===== config.mk =====
export PLATFORM = sky130hd
export DESIGN_NAME = recent_partner_filter_counter_core
export DESIGN_NICKNAME = d
export VERILOG_FILES = /design/src/rtl/rpfc_pkg.sv /design/src/rtl/recent_partner_filter_counter_core.sv /design/src/rtl/rpfc_list.sv
export SDC_FILE = /design/constraint.sdc
export NUM_CORES = 1
export LEC_CHECK = 0
export BUFFER_PORTS_ARGS = -buffer_cell sky130_fd_sc_hd__buf_2
export CAP_MARGIN = 30
export CORE_ASPECT_RATIO = 1.75
export CORE_MARGIN = 2
export CORE_UTILIZATION = 30
export CTS_BUF_LIST = sky130_fd_sc_hd__clkbuf_16
export CTS_CLUSTER_DIAMETER = 200
export DETAILED_ROUTE_END_ITERATION = 10
export SLEW_MARGIN = 20
export SYNTH_ARGS = -nofsm -noshare
export SYNTH_HDL_FRONTEND = slang
export SYNTH_HIERARCHICAL = 1
export SYNTH_SLANG_ARGS = --single-unit

===== constraint.sdc =====
create_clock -name clk -period 4 [get_ports clk]
set_input_delay 0.8 -clock clk [delete_from_list [all_inputs] [get_ports clk]]
set_output_delay 0.8 -clock clk [all_outputs]
set_load 0.005 [all_outputs]

===== src/rtl/rpfc_pkg.sv =====
// Shared types and constants for the recent partner filter counter.
package rpfc_pkg;

  // Number of entries in each recent-partner list (1 to 32).
  localparam int LIST_DEPTH = 5;
  localparam int IDX_W      = (LIST_DEPTH > 1) ? $clog2(LIST_DEPTH) : 1;

  localparam int ID_W    = 32;
  localparam int COUNT_W = 16;
  localparam int CFG_W   = 16;

  typedef logic [IDX_W-1:0]   idx_t;
  typedef logic [ID_W-1:0]    id_t;
  typedef logic [COUNT_W-1:0] count_t;

  // Statistic codes carried in the mode field
  localparam logic [1:0] MODE_TRADE = 2'd0;
  localparam logic [1:0] MODE_WON   = 2'd1;
  localparam logic [1:0] MODE_LOST  = 2'd2;
  localparam logic [1:0] MODE_NONE  = 2'd3;

  // Configuration register indexes
  localparam logic [1:0] CFG_STATS_EN  = 2'd0;
  localparam logic [1:0] CFG_LINK_STAT = 2'd1;
  localparam logic [1:0] CFG_MAX_COUNT = 2'd2;

  localparam count_t MAX_COUNT_RST = 16'd999;

  typedef struct packed {
    logic [1:0] mode;
    id_t        partner_id;
  } in_item_t;

  typedef struct packed {
    logic   was_new;
    logic   counted;
    count_t count_value;
  } out_item_t;

  // Move-to-front update request to one list
  typedef struct packed {
    logic en;
    idx_t pos;
    id_t  id;
  } list_upd_t;

  // Sequencer states
  typedef enum logic [3:0] {
    ST_IDLE   = 4'b0001,
    ST_SCAN   = 4'b0010,
    ST_UPDATE = 4'b0100,
    ST_RESULT = 4'b1000
  } state_t;

endpackage


===== src/rtl/recent_partner_filter_counter_core.sv =====
// Top level: sequencer, shared id comparator, statistic counters and result register.
//
//  channel | ports                           | direction
//  input   | in_valid, in_stall, in_data     | item in (mode, partner_id)
//  result  | out_valid, out_stall, out_data  | item out (was_new, counted, count_value)
//  config  | cfg_we, cfg_index, cfg_data     | register write, no read-back
//
// An item is accepted in the idle state, then compared one list entry at a time by the single
// 32-bit comparator (up to LIST_DEPTH entries), then passes an update state and a result state.
// Disabled stats or mode three skip scan and update.
// Reset clears both lists, all counters and the registers (max_count to 999).
// in_stall is low only while the sequencer is idle; a stalled result holds the
// sequencer in its result state until the output register frees.
module recent_partner_filter_counter_core (
  input  logic                clk,
  input  logic                rst_n,
  input  logic                in_valid,
  output logic                in_stall,
  input  rpfc_pkg::in_item_t  in_data,
  output logic                out_valid,
  input  logic                out_stall,
  output rpfc_pkg::out_item_t out_data,
  input  logic                cfg_we,
  input  logic [1:0]          cfg_index,
  input  logic [rpfc_pkg::CFG_W-1:0] cfg_data
);
  import rpfc_pkg::*;

  // Configuration registers
  logic   stats_en_r;
  logic   link_stat_r;
  count_t max_count_r;

  always_ff @(posedge clk) begin
    if (!rst_n) begin
      stats_en_r  <= 1'b0;
      link_stat_r <= 1'b0;
      max_count_r <= MAX_COUNT_RST;
    end else if (cfg_we) begin
      unique case (cfg_index)
        CFG_STATS_EN:  stats_en_r  <= cfg_data[0];
        CFG_LINK_STAT: link_stat_r <= cfg_data[0];
        CFG_MAX_COUNT: max_count_r <= cfg_data[COUNT_W-1:0];
        default: ;
      endcase
    end
  end

  state_t    state_r, state_nxt;
  logic [1:0] mode_r;
  id_t       id_r;
  idx_t      idx_r;
  logic      fresh_r;
  logic      counted_r;
  count_t    trades_r, wins_r, losses_r;
  logic      out_valid_r;
  out_item_t out_data_r;

  id_t       trade_rd, battle_rd, scan_rd;
  list_upd_t upd, trade_upd, battle_upd;
  logic      match, last_entry, is_trade, accept, out_free;
  count_t    sel_count;
  logic [COUNT_W:0] inc_sum;
  count_t    inc_val;

  assign accept    = in_valid && (state_r == ST_IDLE);
  assign in_stall  = (state_r != ST_IDLE);
  assign out_free  = !out_valid_r || !out_stall;
  assign is_trade  = (mode_r == MODE_TRADE);

  // Both lists share the scan index; the mode picks which one is compared
  rpfc_list u_trade_list (
    .clk     (clk),
    .rst_n   (rst_n),
    .rd_idx  (idx_r),
    .rd_data (trade_rd),
    .upd     (trade_upd)
  );

  rpfc_list u_battle_list (
    .clk     (clk),
    .rst_n   (rst_n),
    .rd_idx  (idx_r),
    .rd_data (battle_rd),
    .upd     (battle_upd)
  );

  // Shared comparator
  assign scan_rd    = is_trade ? trade_rd : battle_rd;
  assign match      = (scan_rd == id_r);
  assign last_entry = (idx_r == IDX_W'(LIST_DEPTH - 1));

  // List update: position is the hit index, or the last slot on a miss
  always_comb begin
    upd.en  = (state_r == ST_UPDATE);
    upd.pos = idx_r;
    upd.id  = id_r;
    trade_upd     = upd;
    battle_upd    = upd;
    trade_upd.en  = upd.en && is_trade;
    battle_upd.en = upd.en && !is_trade;
  end

  // Counter of the current statistic; mode three reads as zero
  always_comb begin
    case (mode_r)
      MODE_TRADE: sel_count = trades_r;
      MODE_WON:   sel_count = wins_r;
      MODE_LOST:  sel_count = losses_r;
      default:    sel_count = '0;
    endcase
  end

  // Saturating increment
  assign inc_sum = {1'b0, sel_count} + (COUNT_W+1)'(1);
  assign inc_val = (inc_sum > {1'b0, max_count_r}) ? max_count_r : inc_sum[COUNT_W-1:0];

  // Sequencer
  always_comb begin
    state_nxt = state_r;
    unique case (state_r)
      ST_IDLE: begin
        if (in_valid) begin
          if (stats_en_r && (in_data.mode != MODE_NONE)) begin
            state_nxt = ST_SCAN;
          end else begin
            state_nxt = ST_RESULT;
          end
        end
      end
      ST_SCAN: begin
        if (match || last_entry) begin
          state_nxt = ST_UPDATE;
        end
      end
      ST_UPDATE: state_nxt = ST_RESULT;
      ST_RESULT: begin
        if (out_free) begin
          state_nxt = ST_IDLE;
        end
      end
      default: state_nxt = ST_IDLE;
    endcase
  end

  always_ff @(posedge clk) begin
    if (!rst_n) begin
      state_r <= ST_IDLE;
    end else begin
      state_r <= state_nxt;
    end
  end

  // Item registers and scan index
  always_ff @(posedge clk) begin
    if (!rst_n) begin
      idx_r     <= '0;
      fresh_r   <= 1'b0;
      counted_r <= 1'b0;
    end else begin
      if (accept) begin
        mode_r    <= in_data.mode;
        id_r      <= in_data.partner_id;
        idx_r     <= '0;
        fresh_r   <= 1'b0;
        counted_r <= 1'b0;
      end else if (state_r == ST_SCAN) begin
        if (!match && last_entry) begin
          fresh_r <= 1'b1;
        end else if (!match) begin
          idx_r <= idx_r + IDX_W'(1);
        end
      end else if (state_r == ST_UPDATE) begin
        counted_r <= fresh_r && link_stat_r;
      end
    end
  end

  // Statistic counters
  always_ff @(posedge clk) begin
    if (!rst_n) begin
      trades_r <= '0;
      wins_r   <= '0;
      losses_r <= '0;
    end else if ((state_r == ST_UPDATE) && fresh_r && link_stat_r) begin
      case (mode_r)
        MODE_TRADE: trades_r <= inc_val;
        MODE_WON:   wins_r   <= inc_val;
        MODE_LOST:  losses_r <= inc_val;
        default: ;
      endcase
    end
  end

  // Result register
  always_ff @(posedge clk) begin
    if (!rst_n) begin
      out_valid_r <= 1'b0;
    end else if ((state_r == ST_RESULT) && out_free) begin
      out_valid_r <= 1'b1;
    end else if (!out_stall) begin
      out_valid_r <= 1'b0;
    end
  end

  always_ff @(posedge clk) begin
    if ((state_r == ST_RESULT) && out_free) begin
      out_data_r.was_new     <= fresh_r;
      out_data_r.counted     <= counted_r;
      out_data_r.count_value <= sel_count;
    end
  end

  assign out_valid = out_valid_r;
  assign out_data  = out_data_r;

endmodule


===== src/rtl/rpfc_list.sv =====
// One move-to-front list of recent partner ids with an indexed read port.
module rpfc_list (
  input  logic              clk,
  input  logic              rst_n,
  input  rpfc_pkg::idx_t    rd_idx,
  output rpfc_pkg::id_t     rd_data,
  input  rpfc_pkg::list_upd_t upd
);
  import rpfc_pkg::*;

  id_t entry_r [LIST_DEPTH];

  // Scan read port
  assign rd_data = entry_r[rd_idx];

  // Entries up to the update position slide down one place, id goes to the front
  always_ff @(posedge clk) begin
    if (!rst_n) begin
      for (int k = 0; k < LIST_DEPTH; k++) begin
        entry_r[k] <= '0;
      end
    end else if (upd.en) begin
      entry_r[0] <= upd.id;
      for (int k = 1; k < LIST_DEPTH; k++) begin
        if (IDX_W'(k) <= upd.pos) begin
          entry_r[k] <= entry_r[k-1];
        end
      end
    end
  end

endmodule


==> results.cfg <==
[worst_setup_path]
start_kind = flip-flop
cp_max_fo = 7
worstSetupPathDepth = 18
cp_data_arrival_time_ps = 4300
critPathRequiredTime_ps = 4450
crit_path_max_incr_delay_ps = 450
timing.critical_path.max_delay_family = simple AND/OR/NAND/NOR gates
worstSetupPathType = reg -> reg
ff2ff_path_depth = 18
cp-end-kind = flip-flop
cp_cell_sequence = nor2b_2, buf_6, buf_8, o2bb2ai_4, nand4_4, nor4_4, and3_1, nor2_1, ha_1, nand3_2, or2_2, a32o_2, a21oi_2, buf_4, nor2_2, buf_12, mux2i_4, a21oi_1
crit_slowest_cell = edfxtp_1
crit_buf_inv = 4

[power_and_ir_drop]
pwr-share-seq_pct = 54.8
p_leak_nw = 10.1
combPwrFrac_pct = 5.3
netSwitchingFraction_pct = 23.2
power.share.clock_pct = 39.9
power_mw = 9.67
internal_power_mw = 7.43
switchingPower_mw = 2.24
power_per_cell_area_nw_per_um2 = 388
ir_drop_mv = 0.323

[place]
place_inst = 2700
dpl.hpwl_mm = 39.0
place_ws_ps = -40.8
numPortBuffers = 76
place_area_um2 = 23200
routabilityCongestion = 0.888

[drt]
wl_per_cell_um = 20.9
drtIter0Drc = 951
vias = 14600
viasPerCell = 5.24
drt_pass1_iterations = 5
routed_wl_mm = 58.2
postRouteAntennaNets = 0
drc = 0

[cts]
clockBufferDepth = 3
ctsRootBufferMaster = clkbuf_16
cts_inserted_buffers = 42
cts_tree = built
ctsHoldBuffers = 0
path_clk_slew_ps = 70
clock_sinks = 448
insertion_delay_ps = 570
cts_max_level = 2

[floorplan]
core_um2 = 70500
ioPinCount = 77
die-height_um = 357
row_count = 129
start_util_pct = 30.2
die_area_um2 = 73300
die_x_um = 206

[sta]
fin_setup_tns_ps = 0
finClkSkew_ps = 16.5
period_share_pct = 96.3
slew_headroom_pct = 40.6
slew_viol_final = 0
max_clock_freq_mhz = 260
period_needed_ps = 3850
hold_viol_final = 0
fin_hold_ws_ps = 411
worst_pin_slew_ps = 891
worst_slack_ps = 148
setup_viol = 0

[worst_hold_path]
holdPathStages = 1
hp-class = in -> reg

[cells_and_area]
multi_input_area_um2 = 7840
fillers = 6778
regArea_um2 = 12700
instances_no_fill = 2786
drive_above_1_share_pct = 18.4
area_growth_pct = 16.8
layout.nets = 1912
antenna_cells = 0
design_area_um2 = 24900
finish.utilization_pct = 35.3

[outcome]
status = completed

[logic_synthesis]
synth.distinct_cells = 68
ys_seq_area_share_pct = 59.5
synth.net_count = 1822
synth_edf_count = 372
yosysWarnings = 6
synthCells = 1746
syn-cell-area_um2 = 21300
ys.flop_type = edfxtp_1
synth-async-reset-ratio_pct = 0
syn_area_per_cell_um2 = 12.2
ys_ff_latch = 448

[global_route]
grt_pass1_wl_mm = 88.2
grt_pass1_vias = 14700
antenna_found_initial = 0
grtUsageTotal_pct = 15.6
grt_max_degree = 168
gr-total-overflow = 0

[run]
max_cap_viol_count = 0
registers in the layout, indices dropped and copies added, names as in the netlist, 2 cells and up:
signal / count
id_r: 32
out_data: 18
u_battle_list/entry_r: 160
state_r: 4
trades_r: 16
u_trade_list/entry_r: 160
mode_r: 2
wins_r: 16
max_count_r: 16
idx_r: 3
losses_r: 16
cell type report:
type                            count  share of cell area, %
Clock inverter                     35                  0.950
Timing Repair Buffer              191                   6.11
Clock buffer                       42                   4.22
Sequential cell                   448                   51.0
Multi-Input combinational cell   1049                   31.5
Tap cell                          917                   4.61
Inverter                          104                   1.57
power by group through the flow:
stage | sequential (mW) | combinational, mW | clock [mW]
floorplan | 5.35 | 0.283 | 0
global placement | 5.39 | 0.495 | 0
detailed placement | 5.40 | 0.506 | 0
CTS | 5.30 | 0.507 | 3.96
global route | 5.32 | 0.553 | 4.10
finish | 5.30 | 0.512 | 3.86
logic make-up after synthesis:
group	count (synthesis)	synth area share, %
simple gates	562	15.8
flops	448	59.5
compound gates	329	11.9
buf+inv	249	5.38
mux	98	4.60
xor+xnor	41	1.68
fa+ha+maj	19	1.12
worst reg2reg max path, delay by kind of cell (launching register included):
kind                     cells  cell delay (ps)
adder cells (fa/ha/maj)      1              340
AO/OA/AOI/OAI                4              620
buffers and inverters        4              610
flip-flops                   1              450
AND/OR/NAND/NOR              8             1470
multiplexers                 1              230
cells in the mapped netlist (5+ instances only):
cell type / number / area [um^2]
inv_1: 104 / 390
buf_2: 23 / 115
a211oi_1: 67 / 503
xor2_1: 24 / 210
nor3_1: 6 / 30.0
nand2_1: 66 / 248
ha_1: 19 / 238
o2bb2ai_2: 9 / 135
nand2b_1: 7 / 43.8
mux2i_1: 98 / 981
nand4_1: 13 / 81.3
edfxtp_1: 372 / 11200
o2bb2ai_1: 8 / 70.1
a221oi_1: 40 / 350
clkbuf_1: 93 / 349
a221oi_2: 26 / 390
dfxtp_1: 76 / 1520
a31oi_1: 16 / 100
nand3_1: 13 / 65.1
a21oi_1: 48 / 240
buf_6: 8 / 90.1
nor4_1: 5 / 31.3
and3_1: 326 / 2040
a21boi_0: 9 / 67.6
buf_4: 14 / 105
nor2b_1: 69 / 432
o211ai_1: 8 / 60.1
and2_1: 5 / 31.3
nor2_1: 21 / 78.8
o221ai_1: 5 / 43.8
xnor2_1: 17 / 149
o21ai_0: 58 / 290
a22oi_1: 8 / 60.1
worst paths after layout:
kind	slack [ps]	end	start
max	150	losses_r[11]$_SDFFE_PN0P_	mode_r[1]$_DFFE_PP_
min	410	id_r[20]$_DFFE_PP_	in_data[20]
max reg2reg	150	losses_r[11]$_SDFFE_PN0P_	mode_r[1]$_DFFE_PP_
min reg2reg	480	fresh_r$_SDFFE_PP0P_	fresh_r$_SDFFE_PP0P_
cells in the final DEF (no fill, tap or decap), types with 42 or more instances in the layout:
master     instances
dfxtp_1           74
inv_1            118
edfxtp_1         372
a21oi_1           43
clkbuf_16         42
and3_1           325
buf_2             75
nor2b_1           68
o21ai_0           54
a211oi_1          66
nand2_1           64
mux2i_1           91
buf_4             91
repair_timing:
action / in CTS / in global routing
pin swaps: 1 / 18
cloned: 0 / 1
resized for setup: 3 / 55
buffers inserted: 1 / 6
endpoints found under the setup margin: 18 / 48
routing by layer:
layer	GRT usage, %	wire length [um]
met5	0	0
met4	7.97	3000
met3	1.52	1890
met2	29.0	31000
met1	17.5	22300
No activity file was read; power rests on OpenSTA's default activity.
